--- config.mk ---
export PLATFORM = sky130hd
export DESIGN_NAME = column_block_null_bitmap_decoder_core
export DESIGN_NICKNAME = d
export VERILOG_FILES = /design/src/cbnd_pkg.sv /design/src/cbnd_ram.sv /design/src/column_block_null_bitmap_decoder_core.sv
export SDC_FILE = /design/constraint.sdc
export NUM_CORES = 2
export LEC_CHECK = 0
export BUFFER_PORTS_ARGS = -buffer_cell sky130_fd_sc_hd__buf_2
export CAP_MARGIN = 20
export CORE_ASPECT_RATIO = 1.75
export CORE_MARGIN = 3
export CORE_UTILIZATION = 54
export CTS_CLUSTER_DIAMETER = 40
export DETAILED_ROUTE_END_ITERATION = 10
export HOLD_SLACK_MARGIN = 0.08
export PLACE_DENSITY = 0.78
export SYNTH_ARGS = -nofsm -noshare
export SYNTH_HDL_FRONTEND = slang
export SYNTH_SLANG_ARGS = --single-unit
--- constraint.sdc ---
create_clock -name clk -period 5 [get_ports clk]
set_input_delay 0.5 -clock clk [delete_from_list [all_inputs] [get_ports clk]]
set_output_delay 0.5 -clock clk [all_outputs]
set_load 0.05 [all_outputs]
--- src/cbnd_pkg.sv ---
// Shared types and codes for the column block null bitmap decoder.
`timescale 1ns / 1ps
`default_nettype none

package cbnd_pkg;

	localparam int OPCODE_W = 2;
	localparam int BYTE_W   = 8;
	localparam int KIND_W   = 3;
	localparam int BITS_W   = 64;
	localparam int INDEX_W  = 12;
	localparam int NULLS_W  = 13;
	localparam int COUNT_W  = 13;
	localparam int TYPE_W   = 2;
	localparam int CFG_IDX_W = 2;
	localparam int LEN_W    = 32;

	localparam logic [OPCODE_W-1:0] OP_START = 2'd0;
	localparam logic [OPCODE_W-1:0] OP_DATA  = 2'd1;
	localparam logic [OPCODE_W-1:0] OP_END   = 2'd2;

	localparam logic [KIND_W-1:0] KIND_INT64   = 3'd0;
	localparam logic [KIND_W-1:0] KIND_DOUBLE  = 3'd1;
	localparam logic [KIND_W-1:0] KIND_STRLEN  = 3'd2;
	localparam logic [KIND_W-1:0] KIND_STRBYTE = 3'd3;
	localparam logic [KIND_W-1:0] KIND_DONE    = 3'd4;
	localparam logic [KIND_W-1:0] KIND_ERROR   = 3'd5;

	localparam logic [TYPE_W-1:0] TYPE_DOUBLE = 2'd1;
	localparam logic [TYPE_W-1:0] TYPE_STRING = 2'd2;

	localparam logic [CFG_IDX_W-1:0] CFG_VALUE_COUNT = 2'd0;
	localparam logic [CFG_IDX_W-1:0] CFG_VALUE_TYPE  = 2'd1;

	typedef enum logic [3:0] {
		ST_IDLE,
		ST_BITMAP,
		ST_SKIP_RD,
		ST_SKIP_CHK,
		ST_FIXED,
		ST_STRLEN,
		ST_STRBYTES,
		ST_TAIL,
		ST_ERROR
	} state_t;

endpackage

`default_nettype wire

--- src/cbnd_ram.sv ---
// Generic single-port-write, registered-read RAM.
`timescale 1ns / 1ps
`default_nettype none

module cbnd_ram #(
	parameter int WIDTH = 8,
	parameter int DEPTH = 512
) (
	input  wire logic                                  clk,
	input  wire logic                                  we,
	input  wire logic [((DEPTH > 1) ? $clog2(DEPTH) : 1)-1:0] waddr,
	input  wire logic [WIDTH-1:0]                      wdata,
	input  wire logic                                  re,
	input  wire logic [((DEPTH > 1) ? $clog2(DEPTH) : 1)-1:0] raddr,
	output logic      [WIDTH-1:0]                      rdata
);

	logic [WIDTH-1:0] mem_q [DEPTH];

	always_ff @(posedge clk) begin
		if (we) begin
			mem_q[waddr] <= wdata;
		end
		if (re) begin
			rdata <= mem_q[raddr];
		end
	end

endmodule

`default_nettype wire

--- src/column_block_null_bitmap_decoder_core.sv ---
// Top level of the column block decoder: parser state machine and null bitmap store.
//
//  channel | signals                                   | transfer when
//  --------+-------------------------------------------+----------------------
//  in      | in_valid/in_ready, opcode, data_byte      | in_valid & in_ready
//  out     | out_valid/out_ready, kind, value_bits,    | out_valid & out_ready
//          | value_index, nulls_skipped, string_last   |
//  cfg     | cfg_valid/cfg_ready, cfg_index, cfg_data  | cfg_valid & cfg_ready
//
// One input item per cycle while in_ready is high; its result enters the output
// register in the cycle after. After the bitmap and after each value the null map
// RAM is scanned, input held off: the current bitmap byte is read, then bits checked,
// stepping over each null and rereading at each bitmap byte boundary crossed, until
// a non-null bit or the end of the block (single read port, registered read).
// The null map needs no clearing after reset; only bits of the current bitmap are used.
// in_ready also drops while a result waits and out_ready is low.
`timescale 1ns / 1ps
`default_nettype none

module column_block_null_bitmap_decoder_core #(
	parameter int MAX_VALUES = 4096
) (
	input  wire logic                              clk,
	input  wire logic                              arst_n,
	input  wire logic                              in_valid,
	output logic                                   in_ready,
	input  wire logic [cbnd_pkg::OPCODE_W-1:0]     opcode,
	input  wire logic [cbnd_pkg::BYTE_W-1:0]       data_byte,
	output logic                                   out_valid,
	input  wire logic                              out_ready,
	output logic      [cbnd_pkg::KIND_W-1:0]       kind,
	output logic      [cbnd_pkg::BITS_W-1:0]       value_bits,
	output logic      [cbnd_pkg::INDEX_W-1:0]      value_index,
	output logic      [cbnd_pkg::NULLS_W-1:0]      nulls_skipped,
	output logic                                   string_last,
	input  wire logic                              cfg_valid,
	output logic                                   cfg_ready,
	input  wire logic [cbnd_pkg::CFG_IDX_W-1:0]    cfg_index,
	input  wire logic [cbnd_pkg::COUNT_W-1:0]      cfg_data
);

	localparam int MAP_DEPTH = (MAX_VALUES + 7) / 8;
	localparam int AW = (MAP_DEPTH > 1) ? $clog2(MAP_DEPTH) : 1;
	localparam int CW = $clog2(MAX_VALUES + 1);
	localparam int PW = ($clog2(MAP_DEPTH + 1) > 4) ? $clog2(MAP_DEPTH + 1) : 4;

	cbnd_pkg::state_t state_q, state_d;

	logic [cbnd_pkg::COUNT_W-1:0] value_count_q;
	logic [cbnd_pkg::TYPE_W-1:0]  value_type_q;

	logic [CW-1:0]                cnt_q, cnt_d;
	logic [cbnd_pkg::TYPE_W-1:0]  type_q, type_d;
	logic [CW-1:0]                cur_q, cur_d;
	logic [CW-1:0]                run_q, run_d;
	logic [PW-1:0]                pos_q, pos_d, pos_inc;
	logic [cbnd_pkg::BITS_W-1:0]  asm_q, asm_d;
	logic [cbnd_pkg::LEN_W-1:0]   left_q, left_d, str_len;
	logic [CW:0]                  map_bytes;
	logic [31:0]                  cur_wide, run_wide;

	logic                         in_fire, skipping;
	logic                         map_we, map_re;
	logic [cbnd_pkg::BYTE_W-1:0]  map_rdata;

	logic                         emit;
	logic [cbnd_pkg::KIND_W-1:0]  e_kind;
	logic [cbnd_pkg::BITS_W-1:0]  e_bits;
	logic [cbnd_pkg::INDEX_W-1:0] e_idx;
	logic [cbnd_pkg::NULLS_W-1:0] e_nulls;
	logic                         e_last;

	logic                         out_valid_q;
	logic [cbnd_pkg::KIND_W-1:0]  out_kind_q;
	logic [cbnd_pkg::BITS_W-1:0]  out_bits_q;
	logic [cbnd_pkg::INDEX_W-1:0] out_idx_q;
	logic [cbnd_pkg::NULLS_W-1:0] out_nulls_q;
	logic                         out_last_q;

	assign skipping  = (state_q == cbnd_pkg::ST_SKIP_RD) || (state_q == cbnd_pkg::ST_SKIP_CHK);
	assign in_ready  = !skipping && (!out_valid_q || out_ready);
	assign in_fire   = in_valid && in_ready;
	assign cfg_ready = 1'b1;

	assign pos_inc   = pos_q + 1'b1;
	assign map_bytes = ({1'b0, cnt_q} + (CW + 1)'(7)) >> 3;
	// length word once the fourth byte shifts in
	assign str_len   = {data_byte,
		asm_q[cbnd_pkg::BITS_W-1 -: cbnd_pkg::LEN_W - cbnd_pkg::BYTE_W]};
	assign cur_wide  = 32'(cur_q);
	assign run_wide  = 32'(run_q);

	cbnd_ram #(
		.WIDTH (cbnd_pkg::BYTE_W),
		.DEPTH (MAP_DEPTH)
	) u_null_map (
		.clk   (clk),
		.we    (map_we),
		.waddr (pos_q[AW-1:0]),
		.wdata (data_byte),
		.re    (map_re),
		.raddr (cur_q[3 +: AW]),
		.rdata (map_rdata)
	);

	always_comb begin
		state_d = state_q;
		cnt_d   = cnt_q;
		type_d  = type_q;
		cur_d   = cur_q;
		run_d   = run_q;
		pos_d   = pos_q;
		asm_d   = asm_q;
		left_d  = left_q;
		map_we  = 1'b0;
		map_re  = skipping;
		emit    = 1'b0;
		e_kind  = cbnd_pkg::KIND_INT64;
		e_bits  = '0;
		e_idx   = cur_wide[cbnd_pkg::INDEX_W-1:0];
		e_nulls = run_wide[cbnd_pkg::NULLS_W-1:0];
		e_last  = 1'b0;

		if (state_q == cbnd_pkg::ST_SKIP_RD) begin
			state_d = cbnd_pkg::ST_SKIP_CHK;
		end else if (state_q == cbnd_pkg::ST_SKIP_CHK) begin
			if (cur_q >= cnt_q) begin
				state_d = cbnd_pkg::ST_TAIL;
			end else if (map_rdata[cur_q[2:0]]) begin
				cur_d = cur_q + 1'b1;
				run_d = run_q + 1'b1;
				// next null bit lives in another bitmap byte: fetch it
				if (cur_q[2:0] == 3'd7) begin
					state_d = cbnd_pkg::ST_SKIP_RD;
				end
			end else if (type_q == cbnd_pkg::TYPE_STRING) begin
				state_d = cbnd_pkg::ST_STRLEN;
			end else begin
				state_d = cbnd_pkg::ST_FIXED;
			end
		end else if (in_fire) begin
			case (opcode)
				cbnd_pkg::OP_START: begin
					if (32'(value_count_q) > 32'(MAX_VALUES)) begin
						cnt_d = CW'(MAX_VALUES);
					end else begin
						cnt_d = CW'(value_count_q);
					end
					type_d  = value_type_q;
					cur_d   = '0;
					run_d   = '0;
					left_d  = '0;
					pos_d   = '0;
					asm_d   = '0;
					state_d = (value_count_q == '0) ? cbnd_pkg::ST_TAIL : cbnd_pkg::ST_BITMAP;
				end
				cbnd_pkg::OP_END: begin
					case (state_q)
						cbnd_pkg::ST_TAIL: begin
							emit    = 1'b1;
							e_kind  = cbnd_pkg::KIND_DONE;
							e_idx   = '0;
							run_d   = '0;
							state_d = cbnd_pkg::ST_IDLE;
						end
						cbnd_pkg::ST_BITMAP, cbnd_pkg::ST_FIXED,
						cbnd_pkg::ST_STRLEN, cbnd_pkg::ST_STRBYTES: begin
							emit    = 1'b1;
							e_kind  = cbnd_pkg::KIND_ERROR;
							e_idx   = '0;
							e_nulls = '0;
							state_d = cbnd_pkg::ST_ERROR;
						end
						default: ;
					endcase
				end
				cbnd_pkg::OP_DATA: begin
					case (state_q)
						cbnd_pkg::ST_BITMAP: begin
							map_we = 1'b1;
							pos_d  = pos_inc;
							if (32'(pos_inc) >= 32'(map_bytes)) begin
								pos_d   = '0;
								asm_d   = '0;
								state_d = cbnd_pkg::ST_SKIP_RD;
							end
						end
						cbnd_pkg::ST_FIXED: begin
							// little endian: bytes shift in from the top
							asm_d = {data_byte, asm_q[cbnd_pkg::BITS_W-1:cbnd_pkg::BYTE_W]};
							pos_d = pos_inc;
							if (pos_q[2:0] == 3'd7) begin
								emit    = 1'b1;
								e_kind  = (type_q == cbnd_pkg::TYPE_DOUBLE) ?
									cbnd_pkg::KIND_DOUBLE : cbnd_pkg::KIND_INT64;
								e_bits  = asm_d;
								run_d   = '0;
								cur_d   = cur_q + 1'b1;
								pos_d   = '0;
								asm_d   = '0;
								state_d = cbnd_pkg::ST_SKIP_RD;
							end
						end
						cbnd_pkg::ST_STRLEN: begin
							asm_d = {data_byte, asm_q[cbnd_pkg::BITS_W-1:cbnd_pkg::BYTE_W]};
							pos_d = pos_inc;
							if (pos_q[1:0] == 2'd3) begin
								emit   = 1'b1;
								e_kind = cbnd_pkg::KIND_STRLEN;
								e_bits = cbnd_pkg::BITS_W'(str_len);
								run_d  = '0;
								left_d = str_len;
								pos_d  = '0;
								asm_d  = '0;
								if (str_len == '0) begin
									cur_d   = cur_q + 1'b1;
									state_d = cbnd_pkg::ST_SKIP_RD;
								end else begin
									state_d = cbnd_pkg::ST_STRBYTES;
								end
							end
						end
						cbnd_pkg::ST_STRBYTES: begin
							emit    = 1'b1;
							e_kind  = cbnd_pkg::KIND_STRBYTE;
							e_bits  = cbnd_pkg::BITS_W'(data_byte);
							e_nulls = '0;
							e_last  = (left_q == cbnd_pkg::LEN_W'(1));
							left_d  = left_q - 1'b1;
							if (e_last) begin
								cur_d   = cur_q + 1'b1;
								pos_d   = '0;
								asm_d   = '0;
								state_d = cbnd_pkg::ST_SKIP_RD;
							end
						end
						default: ;
					endcase
				end
				default: ;
			endcase
		end
	end

	always_ff @(posedge clk or negedge arst_n) begin
		if (!arst_n) begin
			state_q <= cbnd_pkg::ST_IDLE;
		end else begin
			state_q <= state_d;
		end
	end

	always_ff @(posedge clk or negedge arst_n) begin
		if (!arst_n) begin
			value_count_q <= '0;
			value_type_q  <= '0;
			cnt_q         <= '0;
			type_q        <= '0;
			cur_q         <= '0;
			run_q         <= '0;
			pos_q         <= '0;
			asm_q         <= '0;
			left_q        <= '0;
		end else begin
			if (cfg_valid) begin
				case (cfg_index)
					cbnd_pkg::CFG_VALUE_COUNT: value_count_q <= cfg_data;
					cbnd_pkg::CFG_VALUE_TYPE:  value_type_q  <= cfg_data[cbnd_pkg::TYPE_W-1:0];
					default: ;
				endcase
			end
			cnt_q  <= cnt_d;
			type_q <= type_d;
			cur_q  <= cur_d;
			run_q  <= run_d;
			pos_q  <= pos_d;
			asm_q  <= asm_d;
			left_q <= left_d;
		end
	end

	always_ff @(posedge clk or negedge arst_n) begin
		if (!arst_n) begin
			out_valid_q <= 1'b0;
		end else if (emit) begin
			out_valid_q <= 1'b1;
		end else if (out_ready) begin
			out_valid_q <= 1'b0;
		end
	end

	always_ff @(posedge clk) begin
		if (emit) begin
			out_kind_q  <= e_kind;
			out_bits_q  <= e_bits;
			out_idx_q   <= e_idx;
			out_nulls_q <= e_nulls;
			out_last_q  <= e_last;
		end
	end

	assign out_valid     = out_valid_q;
	assign kind          = out_kind_q;
	assign value_bits    = out_bits_q;
	assign value_index   = out_idx_q;
	assign nulls_skipped = out_nulls_q;
	assign string_last   = out_last_q;

endmodule

`default_nettype wire
==> reports/summary.json <==
{
  "pwr": {
    "static-leakage-power_uw": 0.06000,
    "power.ir.vdd_worst_uv": 318.6,
    "power_density_mw_per_mm2": 384.9
  },
  "synthesis": {
    "postSynth.asyncResetShare_pct": 3.650,
    "synth_cells": 8604,
    "yosys.cell_types.count": 78,
    "syn_avg_cell_area_um2": 19.87,
    "synth_ff_type": "edfxtp_1",
    "synth.ff_latch_count": 4356,
    "mappedNetlistArea_mm2": 0.1709,
    "synthesis.yosys.warnings": 0,
    "synth_sequential_area_ratio_pct": 76.06,
    "syn-num-nets": 8671,
    "synth-edff-count": 4197
  },
  "global_route": {
    "initial_antenna_violation_count": 31,
    "residual_overflow_from_global_routing": 0,
    "grt_max_degree": 214,
    "grt_pass1_wl_um": 714100,
    "globalRouteTotalUtil_pct": 31.22,
    "grt_pass1_vias": 95339
  },
  "worst_setup_path": {
    "critical_path.reg2reg.startpoint": "cur_q[3]",
    "cp.buffers_inverters": 3,
    "end_point_of_the_critical_path": "u_null_map.rdata[7]",
    "start_point_of_the_critical_path": "cur_q[3]",
    "setup.reg_to_reg.worst_slack_ps": 20,
    "worstSetupPathDepth": 9,
    "crit_chain": "buf_4 -> buf_12 -> buf_12 -> mux4_2 -> a22oi_1 -> a21oi_1 -> a211oi_1 -> a31oi_1 -> o32a_1",
    "crit_path_end_kind": "flip-flop",
    "slowest_stage_cell_crit_path": "a211oi_1",
    "cp.arrival_ps": 5670,
    "critical_path.max_fanout": 34,
    "cpPeakStageDelay_ps": 930,
    "required_time_of_the_critical_path_ps": 5690,
    "critical_path.startpoint_type": "flip-flop",
    "worst-r2r-cell-count": 9,
    "critical_path.most_common_cell": "buf_12",
    "worstReg2RegEnd": "u_null_map.rdata[7]",
    "critPathTopFamily": "compound AO/OA/AOI/OAI gates",
    "criticalPathCategory": "reg2reg"
  },
  "routing": {
    "via_count": 95499,
    "drt.antenna.violating_nets": 0,
    "routed_length_per_placed_instance_um": 37.14,
    "vias_per_cell": 7.006,
    "detailedRoute.firstPassIterationCount": 7,
    "detail_route.wirelength_um": 506300,
    "drc": 0,
    "detailed_router_s_first_iteration_violation_count": 15148
  },
  "place": {
    "gp_routability_congestion": 0.9715,
    "numPortBuffers": 124,
    "dpl_cell_area_mm2": 0.1801,
    "dpl.hpwl_um": 307000
  },
  "die": {
    "floorplan.die.width_um": 431.3,
    "std_cell_core_area_mm2": 0.3145,
    "die-area_mm2": 0.3236,
    "ioPinCount": 126,
    "number_of_placement_rows": 272,
    "die_h_um": 750.3,
    "starting_density_of_the_core_pct": 54.36
  },
  "timing": {
    "rsz_0062_raised_after_global_routing": "false",
    "final.period_utilization_pct": 99.57,
    "setup_viol_count_final": 0,
    "setup_tns_ps": 0,
    "maxSlewHeadroom_pct": 16.10,
    "timing.clock.skew_ps": 79.16,
    "finalMaxSlewViolations": 0,
    "fmaxAchievable_mhz": 200.9,
    "tightest_slew_ps": 1259,
    "timing_hold_violations_final": 0,
    "period_minus_slack_ps": 4978
  },
  "clock_tree": {
    "cts-root-buf": "clkbuf_16",
    "clock_tree.buffer_depth": 4,
    "cts_sink_cnt": 4356,
    "clock_insertion_delay_at_the_later_pin_of_the_skew_report_ps": 950,
    "ctsHtreeMaxLevel": 5,
    "post_cts_resize_count": 0,
    "clk_pin_slew_worst_paths_ps": 70,
    "tritoncts.num_buffers": 361,
    "clock_tree_from_tritoncts": "yes"
  },
  "final_layout": {
    "layout_common_cells": "edfxtp_1 (4197), mux4_2 (967), nor2_1 (629)",
    "finalInstanceArea_mm2": 0.1926,
    "post_route_cells_drive_above_1_share_pct": 24.77,
    "final_nets": 9267,
    "final_common_cell": "edfxtp_1",
    "syn_to_final_growth_pct": 12.70
  },
  "flow_run": {
    "max_capacitance_violation_count": 0
  },
  "outcome": {
    "outcome": "finished clean"
  },
  "min_path": {
    "hold_path_class": "in2reg"
  }
}
-- state kept, by name, summed over array words and instances, names as in the netlist --
name and cells:
cur_q 13, run_q 13, asm_q 56, u_null_map.rdata 8
cnt_q 13, value_bits 64, state_q 4, pos_q 10
nulls_skipped 13, out_valid 1, value_type_q 2, value_index 12
string_last 1, left_q 32, type_q 2, u_null_map.mem_q 4096
value_count_q 13, kind 3
-- synthesized netlist by cell type (all sizes together) (25+ instances only) --
cell | n | share of area [%]
nand2 | 294 | 0.65
and3 | 51 | 0.19
edfxtp | 4197 | 74
a211oi | 46 | 0.20
a31oi | 25 | 0.092
o22ai | 59 | 0.22
mux4 | 967 | 13
nor2 | 637 | 1.4
ha | 37 | 0.27
o31ai | 68 | 0.30
buf | 209 | 0.73
inv | 47 | 0.10
a22o | 56 | 0.29
o221ai | 47 | 0.24
nor4 | 35 | 0.13
clkbuf | 334 | 0.73
a221oi | 40 | 0.20
nand3 | 67 | 0.20
nor3 | 73 | 0.22
a21oi | 172 | 0.50
mux2i | 303 | 1.8
a22oi | 167 | 0.73
nor2b | 41 | 0.15
o21ai | 210 | 0.61
dfrtp | 159 | 2.3
-- cell families after synthesis --
logic type                 after synthesis  share of synthesized area (%)
AOI/OAI and AO/OA                     1005                          3.976
xor gates and xnor gates                21                         0.1076
adders and majority gates               38                         0.2767
buffers and inverters                  592                          1.569
DFF                                   4356                          76.06
muxes                                 1294                          14.67
other                                    1                       0.002194
and+or+nand+nor                       1297                          3.335
-- power breakdown --
part	switching (uW)	internal, uW
clock	13200	16000
combinational	3050	1370
sequential	292	40200
-- metal layers --
metal | vias up | wire length, um | GRT usage (%)
li1 | 36596 | - | -
met1 | 48350 | 146200 | 34.68
met2 | 8389 | 246800 | 50.53
met3 | 2149 | 57760 | 7.321
met4 | 15 | 55420 | 27.45
met5 | - | 167 | 0.04512
-- worst min-delay path: cells and delay by family --
family	cells	cell delay, ps
buffers and inverters	2	290
multiplexers	1	230
AND/OR/NAND/NOR	1	60
-- final cells by class --
type	count	area (um^2)
Sequential cell	4356	130000
Fill cell	20460	121800
Multi-Input combinational cell	3656	38500
Clock buffer	424	9535
Timing Repair Buffer	776	6681
Tap cell	4110	5142
Clock inverter	235	2500
Inverter	49	191.4
Antenna cell	25	62.56
-- through the flow --
step	setup WS [ps]	hold slack [ps]	total power (uW)	util, %	std cells
2_1_floorplan	778.2	204.4	43500	-	8604
3_3_place_gp	340.9	484.1	45360	57.27	12908
3_5_place_dp	230.9	499.9	45500	57.28	12910
4_1_cts	189.3	89.36	74060	61.19	13596
5_1_grt	202.8	156.1	75720	61.24	13609
6_report	21.58	166.9	74150	61.26	13631
-- worst min path at each step --
stage,start,end,slack (ps),depth (start not counted)
after global routing,cfg_index[0],value_count_q[8],160,4
after detailed placement,left_q[20],left_q[20],500,2
after floorplan,arst_n,asm_q[10],200,0
final,cfg_index[0],value_count_q[10],170,4
after global placement,left_q[20],left_q[20],480,2
after CTS,cfg_index[0],value_count_q[11],90,4
-- repair_timing --
action / 4_1_cts / 5_1_grt
buffers inserted: 0 / 0
setup endpoints to repair: 0 / 0
hold endpoints to repair: 346 / 0
hold buffers: 27 / 0
(Power assumes the default switching activity.)
